### config.mk
export PLATFORM = sky130hd
export DESIGN_NAME = priority_task_scheduler_top
export DESIGN_NICKNAME = d
export VERILOG_FILES = /design/src/rtl/psched_pkg.sv /design/src/rtl/priority_task_scheduler_top.sv /design/src/rtl/psched_mem.sv /design/src/rtl/psched_ctrl.sv
export SDC_FILE = /design/constraint.sdc
export NUM_CORES = 1
export LEC_CHECK = 0
export ABC_AREA = 1
export BUFFER_PORTS_ARGS = -buffer_cell sky130_fd_sc_hd__buf_2
export CAP_MARGIN = 20
export CORE_AREA = 3 3 236 331
export CTS_BUF_LIST = sky130_fd_sc_hd__clkbuf_16
export DETAILED_ROUTE_END_ITERATION = 7
export DIE_AREA = 0 0 239 334
export GPL_TIMING_DRIVEN = 0
export PLACE_DENSITY = 0.7
export SYNTH_ARGS = -nofsm -noshare
export SYNTH_HDL_FRONTEND = slang
export SYNTH_SLANG_ARGS = --single-unit
### constraint.sdc
create_clock -name clk -period 14.6 [get_ports clk]
set_clock_uncertainty 0.1 [all_clocks]
set_input_delay 0 -clock clk [delete_from_list [all_inputs] [get_ports clk]]
set_output_delay 0 -clock clk [all_outputs]
set_load 0.02 [all_outputs]
### src/rtl/psched_pkg.sv
package psched_pkg;

    localparam int TASK_SLOTS = 16;
    localparam int SLOT_W     = (TASK_SLOTS > 1) ? $clog2(TASK_SLOTS) : 1;
    localparam int ID_W       = 4;
    localparam int PRIO_W     = 8;
    localparam int DELAY_W    = 32;
    localparam int ST_W       = 3;
    localparam int OP_W       = 3;

    localparam logic [SLOT_W-1:0] LAST_SLOT = SLOT_W'(TASK_SLOTS - 1);

    // task states
    localparam logic [ST_W-1:0] ST_UNUSED    = 3'd0;
    localparam logic [ST_W-1:0] ST_READY     = 3'd1;
    localparam logic [ST_W-1:0] ST_RUNNING   = 3'd2;
    localparam logic [ST_W-1:0] ST_DELAYED   = 3'd3;
    localparam logic [ST_W-1:0] ST_SUSPENDED = 3'd4;

    // opcodes
    localparam logic [OP_W-1:0] OP_CREATE  = 3'd0;
    localparam logic [OP_W-1:0] OP_DELETE  = 3'd1;
    localparam logic [OP_W-1:0] OP_SUSPEND = 3'd2;
    localparam logic [OP_W-1:0] OP_RESUME  = 3'd3;
    localparam logic [OP_W-1:0] OP_YIELD   = 3'd4;
    localparam logic [OP_W-1:0] OP_DELAY   = 3'd5;
    localparam logic [OP_W-1:0] OP_TICK    = 3'd6;
    localparam logic [OP_W-1:0] OP_SCHED   = 3'd7;

    typedef struct packed {
        logic [ST_W-1:0]    state;
        logic [PRIO_W-1:0]  prio;
        logic [DELAY_W-1:0] delay;
    } task_entry_t;

    typedef struct packed {
        logic              rd_en;
        logic [SLOT_W-1:0] rd_addr;
        logic              wr_en;
        logic [SLOT_W-1:0] wr_addr;
        task_entry_t       wr_data;
    } mem_req_t;

    typedef struct packed {
        logic            status;
        logic [ID_W-1:0] task_id;
    } result_t;

endpackage

### src/rtl/priority_task_scheduler_top.sv
// Create (with has_entry set) and schedule walk every slot, one slot per cycle, then write
// the chosen slot in S_FIN; tick walks every slot and goes straight to S_DONE. Single-slot
// ops use S_ISSUE and, to read and modify a slot, S_MOD. One op is in flight at a time: a
// new one is accepted only in idle, after S_DONE has handed its result to the output register.
// Reset: all slots read as unused (per-slot valid flops), no current task,
// output register empty; no clearing pass.
module priority_task_scheduler_top
    import psched_pkg::*;
(
    input  logic        clk,
    input  logic        rst_n,
    input  logic        s_axis_tvalid,
    output logic        s_axis_tready,
    // opcode[2:0], task_id[6:3], priority_req[14:7], has_entry[15], delay_ticks[47:16]
    input  logic [47:0] s_axis_tdata,
    output logic        m_axis_tvalid,
    input  logic        m_axis_tready,
    // status[0], task_id_res[4:1], zero[7:5]
    output logic [7:0]  m_axis_tdata
);

    mem_req_t    req;
    task_entry_t rd_data;
    logic        res_valid;
    logic        res_ready;
    result_t     res;
    logic        out_valid_reg;
    result_t     out_reg;

    psched_mem u_mem (
        .clk     (clk),
        .rst_n   (rst_n),
        .req     (req),
        .rd_data (rd_data)
    );

    psched_ctrl u_ctrl (
        .clk          (clk),
        .rst_n        (rst_n),
        .in_valid     (s_axis_tvalid),
        .in_ready     (s_axis_tready),
        .opcode       (s_axis_tdata[2:0]),
        .task_id      (s_axis_tdata[6:3]),
        .priority_req (s_axis_tdata[14:7]),
        .has_entry    (s_axis_tdata[15]),
        .delay_ticks  (s_axis_tdata[47:16]),
        .req          (req),
        .rd_data      (rd_data),
        .res_valid    (res_valid),
        .res_ready    (res_ready),
        .res          (res)
    );

    assign res_ready = !out_valid_reg || m_axis_tready;

    always_ff @(posedge clk or negedge rst_n)
    begin
        if (!rst_n)
        begin
            out_valid_reg <= 1'b0;
        end
        else if (res_ready)
        begin
            out_valid_reg <= res_valid;
        end
    end

    always_ff @(posedge clk)
    begin
        if (res_ready && res_valid)
        begin
            out_reg <= res;
        end
    end

    assign m_axis_tvalid = out_valid_reg;
    assign m_axis_tdata  = {3'b000, out_reg.task_id, out_reg.status};

endmodule

### src/rtl/psched_mem.sv
module psched_mem
    import psched_pkg::*;
(
    input  logic        clk,
    input  logic        rst_n,
    input  mem_req_t    req,
    output task_entry_t rd_data
);

    task_entry_t           mem [TASK_SLOTS];
    logic [TASK_SLOTS-1:0] valid_reg;
    task_entry_t           rd_raw_reg;
    logic                  rd_valid_reg;

    always_ff @(posedge clk)
    begin
        if (req.wr_en)
        begin
            mem[req.wr_addr] <= req.wr_data;
        end
        if (req.rd_en)
        begin
            rd_raw_reg <= mem[req.rd_addr];
        end
    end

    // an entry never written reads as unused with zero priority and delay
    always_ff @(posedge clk or negedge rst_n)
    begin
        if (!rst_n)
        begin
            valid_reg    <= '0;
            rd_valid_reg <= 1'b0;
        end
        else
        begin
            if (req.wr_en)
            begin
                valid_reg[req.wr_addr] <= 1'b1;
            end
            if (req.rd_en)
            begin
                rd_valid_reg <= valid_reg[req.rd_addr];
            end
        end
    end

    assign rd_data = rd_valid_reg ? rd_raw_reg : '0;

endmodule

### src/rtl/psched_ctrl.sv
module psched_ctrl
    import psched_pkg::*;
(
    input  logic               clk,
    input  logic               rst_n,
    input  logic               in_valid,
    output logic               in_ready,
    input  logic [OP_W-1:0]    opcode,
    input  logic [ID_W-1:0]    task_id,
    input  logic [PRIO_W-1:0]  priority_req,
    input  logic               has_entry,
    input  logic [DELAY_W-1:0] delay_ticks,
    output mem_req_t           req,
    input  task_entry_t        rd_data,
    output logic               res_valid,
    input  logic               res_ready,
    output result_t            res
);

    localparam logic [2:0] S_IDLE  = 3'd0;
    localparam logic [2:0] S_ISSUE = 3'd1;
    localparam logic [2:0] S_MOD   = 3'd2;
    localparam logic [2:0] S_SCAN  = 3'd3;
    localparam logic [2:0] S_FIN   = 3'd4;
    localparam logic [2:0] S_DONE  = 3'd5;

    logic [2:0]         state_reg, state_next;
    logic [OP_W-1:0]    op_reg, op_next;
    logic [ID_W-1:0]    id_reg, id_next;
    logic [PRIO_W-1:0]  prio_reg, prio_next;
    logic               has_reg, has_next;
    logic [DELAY_W-1:0] ticks_reg, ticks_next;
    logic [SLOT_W-1:0]  tgt_reg, tgt_next;
    logic [SLOT_W-1:0]  scan_reg, scan_next;
    logic               found_reg, found_next;
    logic [SLOT_W-1:0]  best_reg, best_next;
    logic [PRIO_W-1:0]  bprio_reg, bprio_next;
    logic [DELAY_W-1:0] bdelay_reg, bdelay_next;
    logic               cur_valid_reg, cur_valid_next;
    logic [SLOT_W-1:0]  cur_reg, cur_next;
    result_t            res_reg, res_next;

    logic               id_ok;
    logic               hit;
    logic [DELAY_W-1:0] dec_delay;

    assign id_ok     = 32'(id_reg) < TASK_SLOTS;
    assign dec_delay = rd_data.delay - 32'd1;
    assign in_ready  = (state_reg == S_IDLE);
    assign res_valid = (state_reg == S_DONE);
    assign res       = res_reg;

    always_comb
    begin
        state_next     = state_reg;
        op_next        = op_reg;
        id_next        = id_reg;
        prio_next      = prio_reg;
        has_next       = has_reg;
        ticks_next     = ticks_reg;
        tgt_next       = tgt_reg;
        scan_next      = scan_reg;
        found_next     = found_reg;
        best_next      = best_reg;
        bprio_next     = bprio_reg;
        bdelay_next    = bdelay_reg;
        cur_valid_next = cur_valid_reg;
        cur_next       = cur_reg;
        res_next       = res_reg;
        req            = '0;
        hit            = 1'b0;

        unique case (state_reg)
            S_IDLE:
            begin
                if (in_valid)
                begin
                    op_next    = opcode;
                    id_next    = task_id;
                    prio_next  = priority_req;
                    has_next   = has_entry;
                    ticks_next = delay_ticks;
                    tgt_next   = (opcode == OP_YIELD || opcode == OP_DELAY) ?
                                 cur_reg : SLOT_W'(task_id);
                    state_next = S_ISSUE;
                end
            end

            S_ISSUE:
            begin
                res_next   = '{status: 1'b1, task_id: '0};
                state_next = S_DONE;
                found_next = 1'b0;
                scan_next  = '0;
                unique case (op_reg) inside
                    OP_CREATE, OP_TICK, OP_SCHED:
                    begin
                        if (op_reg != OP_CREATE || has_reg)
                        begin
                            req.rd_en   = 1'b1;
                            req.rd_addr = '0;
                            state_next  = S_SCAN;
                        end
                    end
                    OP_DELETE:
                    begin
                        if (id_ok)
                        begin
                            req.wr_en   = 1'b1;
                            req.wr_addr = tgt_reg;
                            req.wr_data = '0;
                            if (cur_valid_reg && cur_reg == tgt_reg)
                            begin
                                cur_valid_next = 1'b0;
                            end
                            res_next.status = 1'b0;
                        end
                    end
                    OP_SUSPEND, OP_RESUME:
                    begin
                        if (id_ok)
                        begin
                            req.rd_en   = 1'b1;
                            req.rd_addr = tgt_reg;
                            state_next  = S_MOD;
                        end
                    end
                    OP_YIELD:
                    begin
                        if (cur_valid_reg)
                        begin
                            req.rd_en   = 1'b1;
                            req.rd_addr = tgt_reg;
                            state_next  = S_MOD;
                        end
                    end
                    OP_DELAY:
                    begin
                        if (cur_valid_reg && ticks_reg != '0)
                        begin
                            req.rd_en   = 1'b1;
                            req.rd_addr = tgt_reg;
                            state_next  = S_MOD;
                        end
                    end
                endcase
            end

            S_MOD:
            begin
                res_next    = '{status: 1'b1, task_id: '0};
                state_next  = S_DONE;
                req.wr_addr = tgt_reg;
                req.wr_data = rd_data;
                case (op_reg)
                    OP_SUSPEND:
                    begin
                        if (rd_data.state != ST_UNUSED)
                        begin
                            req.wr_en         = 1'b1;
                            req.wr_data.state = ST_SUSPENDED;
                            req.wr_data.delay = '0;
                            if (cur_valid_reg && cur_reg == tgt_reg)
                            begin
                                cur_valid_next = 1'b0;
                            end
                            res_next.status = 1'b0;
                        end
                    end
                    OP_RESUME:
                    begin
                        if (rd_data.state == ST_SUSPENDED)
                        begin
                            req.wr_en         = 1'b1;
                            req.wr_data.state = ST_READY;
                            res_next.status   = 1'b0;
                        end
                    end
                    OP_YIELD:
                    begin
                        if (rd_data.state == ST_RUNNING)
                        begin
                            req.wr_en         = 1'b1;
                            req.wr_data.state = ST_READY;
                            cur_valid_next    = 1'b0;
                            res_next.status   = 1'b0;
                        end
                    end
                    default:
                    begin
                        // delay: park the current task
                        req.wr_en         = 1'b1;
                        req.wr_data.state = ST_DELAYED;
                        req.wr_data.delay = ticks_reg;
                        cur_valid_next    = 1'b0;
                        res_next.status   = 1'b0;
                    end
                endcase
            end

            S_SCAN:
            begin
                // rd_data belongs to slot scan_reg
                case (op_reg)
                    OP_CREATE:
                    begin
                        hit = (rd_data.state == ST_UNUSED) && !found_reg;
                    end
                    OP_SCHED:
                    begin
                        hit = (rd_data.state == ST_READY) &&
                              (!found_reg || rd_data.prio > bprio_reg);
                    end
                    default:
                    begin
                        if (rd_data.state == ST_DELAYED && rd_data.delay != '0)
                        begin
                            req.wr_en         = 1'b1;
                            req.wr_addr       = scan_reg;
                            req.wr_data.prio  = rd_data.prio;
                            req.wr_data.delay = dec_delay;
                            req.wr_data.state = (dec_delay == '0) ? ST_READY : ST_DELAYED;
                        end
                    end
                endcase
                if (hit)
                begin
                    found_next  = 1'b1;
                    best_next   = scan_reg;
                    bprio_next  = rd_data.prio;
                    bdelay_next = rd_data.delay;
                end
                if (scan_reg != LAST_SLOT)
                begin
                    req.rd_en   = 1'b1;
                    req.rd_addr = scan_reg + 1'b1;
                    scan_next   = scan_reg + 1'b1;
                end
                else if (op_reg == OP_TICK)
                begin
                    res_next   = '{status: 1'b0, task_id: '0};
                    state_next = S_DONE;
                end
                else
                begin
                    state_next = S_FIN;
                end
            end

            S_FIN:
            begin
                state_next = S_DONE;
                res_next   = '{status: 1'b1, task_id: '0};
                if (found_reg)
                begin
                    req.wr_en   = 1'b1;
                    req.wr_addr = best_reg;
                    res_next    = '{status: 1'b0, task_id: ID_W'(best_reg)};
                    if (op_reg == OP_CREATE)
                    begin
                        req.wr_data = '{state: ST_READY, prio: prio_reg, delay: '0};
                    end
                    else
                    begin
                        req.wr_data    = '{state: ST_RUNNING, prio: bprio_reg,
                                           delay: bdelay_reg};
                        cur_valid_next = 1'b1;
                        cur_next       = best_reg;
                    end
                end
            end

            S_DONE:
            begin
                if (res_ready)
                begin
                    state_next = S_IDLE;
                end
            end

            default:
            begin
                state_next = S_IDLE;
            end
        endcase
    end

    always_ff @(posedge clk or negedge rst_n)
    begin
        if (!rst_n)
        begin
            state_reg     <= S_IDLE;
            cur_valid_reg <= 1'b0;
            cur_reg       <= '0;
            found_reg     <= 1'b0;
        end
        else
        begin
            state_reg     <= state_next;
            cur_valid_reg <= cur_valid_next;
            cur_reg       <= cur_next;
            found_reg     <= found_next;
        end
    end

    always_ff @(posedge clk)
    begin
        op_reg     <= op_next;
        id_reg     <= id_next;
        prio_reg   <= prio_next;
        has_reg    <= has_next;
        ticks_reg  <= ticks_next;
        tgt_reg    <= tgt_next;
        scan_reg   <= scan_next;
        best_reg   <= best_next;
        bprio_reg  <= bprio_next;
        bdelay_reg <= bdelay_next;
        res_reg    <= res_next;
    end

endmodule

======== Yosys cells after proc, flatten, opt, wreduce, memory -nomap -nowiden ========
Memories as Yosys holds them, arrays and structs flattened. A register that Yosys moved wholly into a read port is not among the register bits.
Index checks and enable logic that the tools add are counted.
word-level totals
  RAM bits ................................ 688
  memories kept ........................... 1
  register bits after elaboration ......... 133
  input port bits ......................... 52
  output and inout bits ................... 10
operators by class
  multiplexer cells ....................... 63
  reduce and logical (&&, ||, !) cells .... 37
  bitwise logic cells ..................... 2
  magnitude comparators ................... 4
  add/sub/neg operators ................... 2
  equality and inequality tests ........... 32
memory list
  name       words  width  read ports  clocked after memory_dff  wr ports  line              source
  u_mem.mem  16     43     1           1                         1         psched_mem.sv:10  task_entry_t mem [TASK_SLOTS];
operators by type and width
  cell                   count
  $mux 48                4
  $pmux 48 s4            1
  $pmux 32 s2            1
  $reduce_bool 32->1     2
  $mux 43                1
  $mux 42                1
  $pmux 5 s4             2
  $mux 5                 7
  $logic_not 32->1       1
  $mux 32                1
  $sub 32x1->32 const B  1
  $eq 3x3->1 const B     9
  $mux 3                 9
  $mux 1                 20
  $eq 3x2->1 const B     6
  $or 16x16->16          1
  $pmux 3 s5             1
  $ne 2x1->1 const B     6
  $pmux 1 s3             4
  $pmux 3 s4             1
  $lt 4x5->1 const B     2
  $pmux 5 s2             1
  $eq 3x1->1 const B     3
  $logic_not 3->1        3
  other kinds (26)       52

======== Logic depth before layout (Yosys ltp) ========
Gate-level depths: netlist of the first run.
  word-level depth ........................ 12
  gate-level depth with buffers ........... 18

======== Modules after synthesis ========
From an unflattened synthesis of the first run, not the netlist that was laid out.
unflattened totals
  cell total of the unflattened synthesis .. 3097
  area total of the unflattened synthesis .. 36269.8 µm²
by module, submodules not included
  module                       times used  cells each  seq. area each (µm²)  area an instance (µm²)
  psched_mem                   1           2228        22376.5               29371.9
  psched_ctrl                  1           854         3258.1                6676.4
  priority_task_scheduler_top  1           15          175.2                 221.5

======== Least setup slack after synthesis of the first run ========
No wires, ideal clock.
  path kind ............................... flip-flop to flip-flop
  start ................................... reg u_mem.rd_valid_reg
  end ..................................... mem u_mem.mem[0][0] (netlist bit) (enable)
  arrival time ............................ 4195 ps
  cell stages (with the launch flop) ...... 19
  clock period less this slack ............ 4738 ps
  required time ........................... 14057 ps
  slack ................................... 9862 ps
  buffers on the path ..................... 4
  cells stage by stage .................... dfrtp_1 -> buf_6 -> buf_6 -> buf_6 -> buf_6 -> nand2_2 -> ha_1 -> inv_1 -> nor3_4 -> nand2_2 -> nor2_2 -> nand3_2 -> nand2_4 -> inv_2 -> nand2_4 -> nand2_4 -> nor2_4 -> nand2_4 -> nor2_1
between the ends
  word-level cells in the longest chain between the ends .. 8
  elaborated cells between the ends (all ways) .. 16
  those cells by class .................... 3 x eq/ne; 10 x mux; 3 x reduce/logical
ends and longest elaborated chain
  item                                              line                source
  from (decl)                                       psched_mem.sv:13    logic rd_valid_reg;
  from (signal assigned)                            psched_mem.sv:43    rd_valid_reg <= valid_reg[req.rd_addr];
  $mux 43 (*)                                       psched_mem.sv:48    assign rd_data = rd_valid_reg ? rd_raw_reg : '0;
  $reduce_bool 32->1 or $eq 3x2->1 (tied branches)  psched_ctrl.sv:216  if (rd_data.state == ST_DELAYED && rd_data.delay != '0)
  $logic_and 1x1->1                                 psched_ctrl.sv:216
  $mux 48                                           psched_ctrl.sv:216
  $mux 48                                           psched_ctrl.sv:204  case (op_reg)
  $pmux 48 s4 (*)                                   psched_ctrl.sv:73   unique case (state_reg)
  $mux 1                                            psched_mem.sv:17    if (req.wr_en)
  $mux 1 (implied by the code)                      psched_mem.sv:19    mem[req.wr_addr] <= req.wr_data;
  to (decl)                                         psched_mem.sv:10
Mark *: on every way between the ends. The rest lies on a longest branch, timed or not.

======== Final worst setup path of the first run ========
  start ................................... reg u_mem.rd_valid_reg
  end ..................................... mem u_mem.mem[1][29] (netlist bit) (enable)
The elaborated chain is that of the path after synthesis.

==> results.yml, run 1 <==
status:
  status: "complete, but fails checks"
  violations: "DRC"
sta:
  final.min_clock_period_ns: 4.74
  clock.fmax_ghz: 0.211
  unrepaired_setup_endpoints_after_global_routing: "no"
  max-slew-margin-rel: 0.156
  final.setup.tns_ns: 0
  layout_worst_path_cycle_share: 0.324
  setup_viol: 0
  finalMaxSlewViolations: 0
  final_number_of_hold_violating_endpoints: 0
  actual_transition_at_the_worst_max_transition_pin_ns: 1.27
yosys:
  yosysWarningCount: 0
  yosysUniqueCellTypes: 46
  edff_count_synth: 837
  syn_area_per_cell_um2: 12.1
  synth_async_sr_flop_share: 0.0313
  ys_ff_latch: 864
  synth_largest_type_area_fraction: 0.684
  netlist.top_cell.by_area: "edfxtp_1"
  syn_area_mm2: 0.0368
  synth_cells: 3044
  synth_seq_area_share: 0.702
  synth_area_leaders: "edfxtp_1 68%, o211ai_1 5.7%, nand2_1 4.5%, o21ai_0 3.6%, inv_1 3.3%"
  synth_cell_count_leaders: "837 x edfxtp_1, 439 x nand2_1, 320 x inv_1"
  synth.most_common_cell: "edfxtp_1"
  ys.flop_type: "edfxtp_1"
clock_tree:
  cts_num_sinks: 864
  cts_max_level: 3
  clock_tree_from_tritoncts: "done"
  ctsLongestPathBuffers: 3
  ctsRootBufferMaster: "clkbuf_16"
  cts_buffers: 78
  cts_resized: 0
  worstSkewPairLatency_ns: 0.64
  clk_pin_slew_worst_paths_ns: 0.07
setup_path:
  timing.critical_path.fanout_max: 26
  critPathTopFamily: "simple AND/OR/NAND/NOR gates"
  timing.critical_path.slowest_stage_cell: "nor2_4"
  critPathRequiredTime_ns: 14.82
  worst_path_largest_cell_delay_ns: 0.90
  critical_path.n_buffers_inverters: 7
  critPathArrivalTime_ns: 4.95
  critical_path.startpoint_type: "flip-flop"
  cp-end-kind: "flip-flop"
  path_class: "flip-flop to flip-flop"
  critical_path.most_common_cell: "buf_6"
  path_cells: "buf_6 > buf_6 > buf_6 > buf_6 > nand2_2 > ha_1 > inv_1 > nor3_4 > nand2_2 > nor2_2 > nand3_2 > nand2_4 > inv_2 > nand2_4 > nand4_2 > nor2_4 > buf_12"
floorplanning:
  placeableCoreArea_mm2: 0.0753
  die_w_um: 239
  die_area_mm2: 0.0798
  placementRows: 119
  pin_count: 62
  starting_density_of_the_core: 0.488
  die_height_um: 334
power_and_ir_drop:
  leakagePower_nw: 15.2
  ir_worst_vdd_mv: 0.0853
  cellPowerDensity_mw_per_mm2: 170
global_route:
  grt_pass1_vias: 25200
  pin_count_of_the_biggest_net_entering_global_routing: 37
  total_track_usage: 0.263
  grt_first_pass_wirelength_um: 155000
  gr-total-overflow: 0
  antenna_violations_before_repair: 2
route:
  postRouteAntennaNets: 0
  detailedRoute.firstPassIterationCount: 8
  drtIter0Drc: 2623
  vias_per_cell: 5.84
  drt-wirelength-per-cell_um: 24.3
  drt-total-wl_um: 106000
  route.vias.total: 25400
  drcViolationCount: 2
placement:
  detailedPlacementHpwl_um: 75700
  gpl.final_weighted_congestion: 0.965
  inst_count_dp: 4118
  port_buffers: 58
cells_and_area:
  num-fill-cells: 5976
  layoutNonFillerInstCount: 4359
  multi_input_area_mm2: 0.00902
  num_antenna_cells: 0
  largest_register_ff_count: 688
  layout.area.seq_mm2: 0.0258
  area_growth_syn_to_layout_pct: 15.4
  layout-drive-gt1-share: 0.116
  finalNetCount: 3392
min_path:
  hold_class: "primary input to flip-flop"
job:
  maxCapViolCount: 0
## layout by cell type, fill, tap and decap left out, drive strengths merged
master and n:
dfrtp 27, o22ai 1, o32ai 1, nand2 457, o31ai 1, clkbuf 195, o21ai 286, o21a 2
inv 361, xor2 31, nand4 12, o211ai 280, dlygate4sd3 95, nand3b 1, nor2 108, o221ai 2
a32oi 6, conb 3, mux2 4, nor4 3, bufinv 5, clkinv 32, edfxtp 837, a31oi 2
o2111ai 1, clkinvlp 1, buf 172, ha 11, nor3b 1, nand3 147, a22oi 9, or2 43
a21oi 235, nor3 19
## final cells by class
cell class,instances,share of cell area
buffer,180,0.0188
clock buffer,79,0.0466
clock inverter,63,0.0101
inverter,336,0.0297
multi-input combinational,1666,0.213
sequential,864,0.608
tap,968,0.0286
timing repair buffer,203,0.0449
## worst paths after layout
kind,start,end,slack [ns],cells after the start
min in group asynchronous,rst_n,u_mem.valid_reg[6],0.37,4
max in group asynchronous,rst_n,u_ctrl.cur_reg[3],13.87,4
min,s_axis_tdata[46],u_ctrl.ticks_reg[30],0.02,2
max reg2reg,u_mem.rd_valid_reg,u_mem.mem[1][29],9.86,17
min reg2reg,u_ctrl.res[3],m_axis_tdata[4],0.31,0
max,u_mem.rd_valid_reg,u_mem.mem[1][29],9.86,17
## routing by layer
metal  global-route usage  part of all wire  up-vias
met5                    0                 0        -
met2                0.464              0.51     1357
met4                0.163             0.067        0
met3               0.0370             0.082      341
li1                     -                 -    11500
met1                0.301              0.35    12200
## logic make-up (layout without fill, tap and decap cells)
family,count (synthesis),in the layout,synth area share
DFF,864,864,0.702
AOI/OAI and AO/OA,826,826,0.134
and+or+nand+nor,791,791,0.0948
buffers and inverters,516,861,0.0561
xor gates and xnor gates,31,31,0.00739
adders and majority gates,11,11,0.00374
muxes,4,4,0.00123
other,1,3,0.000102
## stage by stage
stage / instance area [um2] / power (mW) / setup WS (ns) / hold WS (ns) / util
5_1_grt: 42400 / 7.47 / 9.71 / 0.0191 / 0.563
2_1_floorplan: 36800 / 4.38 / 9.86 / -0.396 / -
6_report: 42400 / 7.20 / 9.86 / 0.0168 / 0.563
3_5_place_dp: 39000 / 5.19 / 9.90 / -0.0315 / 0.518
4_1_cts: 42400 / 7.15 / 9.88 / 0.00844 / 0.563
3_3_place_gp: 38300 / 5.13 / 7.12 / -0.0323 / 0.508
## what timing repair did
item	CTS	global route
endpoints found under the hold margin	131	0
setup buffers	0	0
hold buffers	96	0
## report_power, final
group          switching, mW  internal [mW]  total [mW]
combinational           1.55          0.561        2.11
sequential            0.0837           3.03        3.11
clock                  0.898           1.08        1.97
No activity file was read; power rests on OpenSTA's default activity.
==> run 2, diff against run 1 <==
PLACE_DENSITY = 0.73   (was 0.7)
clock period = 3.8 ns   (was 14.6 ns; I/O delays follow)
==> run 2 against run 1 <==
The run ends with setup timing left. Core utilization rose by 1.8 points. Combinational power grew to 4.1 times the previous value. Clock-buffer cell count grew 2. Clock power grew to 3.9 times the previous value. Die area is the same. Register-to-register slack got worse by 9.9 ns.
==> results.yml, run 2 (synthesized netlist as in run 1, its figures left out) <==
global_route:
  pin_count_of_the_biggest_net_entering_global_routing: 37
  total_track_usage: 0.292
  grt_first_pass_wirelength_um: 170000
  grt_pass1_vias: 27100
  antenna_violations_before_repair: 3
  gr-total-overflow: 0
cells_and_area:
  num_antenna_cells: 0
  num-fill-cells: 5740
  finalNetCount: 3462
  fin_util: 0.581
  layout-drive-gt1-share: 0.149
  area_growth_syn_to_layout_pct: 19.2
  highest_count_cells_in_the_layout_ignoring_fill_and_taps: "837 x edfxtp_1, 432 x nand2_1, 327 x inv_1"
  multi_input_area_mm2: 0.00931
  layout.area.seq_mm2: 0.0258
  most_common_cell_after_layout_fill_and_taps_aside: "edfxtp_1"
  largest_register_ff_count: 688
sta:
  setup_slack_ns: -0.00548
  layout_worst_path_cycle_share: 1.00
  final.min_clock_period_ns: 3.81
  setup_viol: 1
  final_number_of_hold_violating_endpoints: 0
  worst_hold_slack_ns: 0.0121
  actual_transition_at_the_worst_max_transition_pin_ns: 1.12
  max-slew-margin-rel: 0.253
  unrepaired_setup_endpoints_after_global_routing: "yes"
  clock.fmax_ghz: 0.263
  finalMaxSlewViolations: 0
route:
  drt-total-wl_um: 119000
  drtIter0Drc: 3760
  route.vias.total: 27000
  postRouteAntennaNets: 0
  detailedRoute.firstPassIterationCount: 5
  vias_per_cell: 6.11
  drcViolationCount: 0
  drt-wirelength-per-cell_um: 26.9
power_and_ir_drop:
  power.switching_mw: 10.1
  share_seq_of_total_power: 0.423
  ir_worst_vdd_mv: 0.389
  combinational_power_share: 0.304
  swShare: 0.357
  cellPowerDensity_mw_per_mm2: 647
  internal-power_mw: 18.2
  p_clk_frac: 0.273
  leakagePower_nw: 15.8
job:
  maxCapViolCount: 0
placement:
  port_buffers: 58
  detailedPlacementHpwl_um: 77900
  gpl.final_weighted_congestion: 0.934
floorplanning:
  die_area_mm2: 0.0798
  starting_density_of_the_core: 0.488
  placementRows: 119
  die_w_um: 239
  die_height_um: 334
  placeableCoreArea_mm2: 0.0753
  pin_count: 62
min_path:
  hold_class: "primary input to flip-flop"
setup_path:
  critical_path.startpoint_type: "flip-flop"
  timing.critical_path.fanout_max: 10
  critPathRequiredTime_ns: 4.21
  critPathArrivalTime_ns: 4.21
  path_class: "flip-flop to flip-flop"
  cp-end-kind: "flip-flop"
clock_tree:
  cts_buffers: 79
  cts_num_sinks: 864
  ctsLongestPathBuffers: 3
  worstSkewPairLatency_ns: 0.66
  cts_max_level: 3
  clock_tree_from_tritoncts: "done"
  ctsRootBufferMaster: "clkbuf_16"
  clk_pin_slew_worst_paths_ns: 0.07
status:
  status: "complete, but fails checks"
  violations: "setup timing"
run 2: cell types whose count changed in the layout (fill, tap and decap cells not counted), sizes merged:
| cell | before | now |
|---|---|---|
| clkinvlp | 1 | 4 |
| clkinv | 32 | 33 |
| clkbuf | 195 | 206 |
| bufinv | 5 | 6 |
| nor2 | 108 | 112 |
| inv | 361 | 348 |
| clkdlybuf4s15 | 0 | 1 |
| buf | 172 | 233 |
| dlygate4sd3 | 95 | 89 |
run 2: path summary, 6_finish.rpt:
| check | cells past startpoint | end | start | slack (ns) |
|---|---|---|---|---|
| max | 12 | u_mem.rd_raw_reg[40] | u_ctrl.scan_reg[1] | -0.005 |
| min | 2 | u_ctrl.prio_reg[6] | s_axis_tdata[13] | 0.01 |
| max reg2reg | 12 | u_mem.rd_raw_reg[40] | u_ctrl.scan_reg[1] | -0.005 |
| min reg2reg | 0 | m_axis_tdata[0] | u_ctrl.res[4] | 0.33 |
| max in group asynchronous | 4 | u_mem.valid_reg[3] | rst_n | 3.11 |
| min in group asynchronous | 4 | u_mem.rd_valid_reg | rst_n | 0.30 |
run 2: cell type report:
type                    count  area share
flip-flops and latches    864       0.589
multi-input cells        1670       0.213
repair buffers            269      0.0667
clock buffers              81      0.0463
inverters                 336      0.0289
well taps                 968      0.0277
plain buffers             179      0.0191
clock inverters            55     0.00940
run 2: worst max-delay path, cell delays in order (launching register included):
cell and delay [ns]:
edfxtp_1 0.53, ha_1 0.27, nand2_1 0.07, nor2_1 0.07, nor2_1 0.25, inv_2 0.12, o21ai_2 0.44, buf_2 0.47
clkbuf_1 0.48, o21ai_0 0.18, o211ai_1 0.38, nand3_1 0.18, nand2_1 0.10
run 2: metal layers:
layer  share of wire  global-route usage  up-vias  routed length (um)
met5        0.000076                   0        -                   9
met2            0.47               0.474     1972               56000
met1            0.33               0.334    12800               38900
li1                -                   -    11700                   -
met4           0.093               0.230        2               11100
met3            0.11              0.0676      617               13000
run 2: what timing repair did:
| item | 4_1_cts | 5_1_grt |
|---|---|---|
| endpoints found under the hold margin | 115 | 0 |
| pin swaps | 19 | 14 |
| buffers inserted | 34 | 20 |
| cloned | 4 | 6 |
| hold buffers | 90 | 0 |
| resized for setup | 53 | 44 |
| setup endpoints to repair | 1348 | 679 |
run 2: power groups by stage:
stage,Combinational (mW),Sequential [mW],Clock [mW]
after floorplan,4.79,12.1,0
after global placement,7.58,12.2,0
after detailed placement,7.90,12.2,0
after CTS,8.16,12.0,7.73
after global routing,9.10,12.0,8.14
final,8.60,12.0,7.73
run 2: through the flow:
| stage | instance area [um2] | TNS [ns] | total power [mW] | std cells | setup slack [ns] |
|---|---|---|---|---|---|
| 2_1_floorplan | 36800 | -76.59 | 16.8 | 3046 | -0.228 |
| 3_3_place_gp | 38300 | -1644.14 | 19.8 | 4072 | -2.51 |
| 3_5_place_dp | 39300 | -672.04 | 20.1 | 4124 | -1.08 |
| 4_1_cts | 43300 | -0.0192 | 27.8 | 4388 | -0.0119 |
| 5_1_grt | 43800 | -0.101 | 29.3 | 4422 | -0.0378 |
| 6_report | 43800 | -0.00548 | 28.3 | 4422 | -0.00548 |
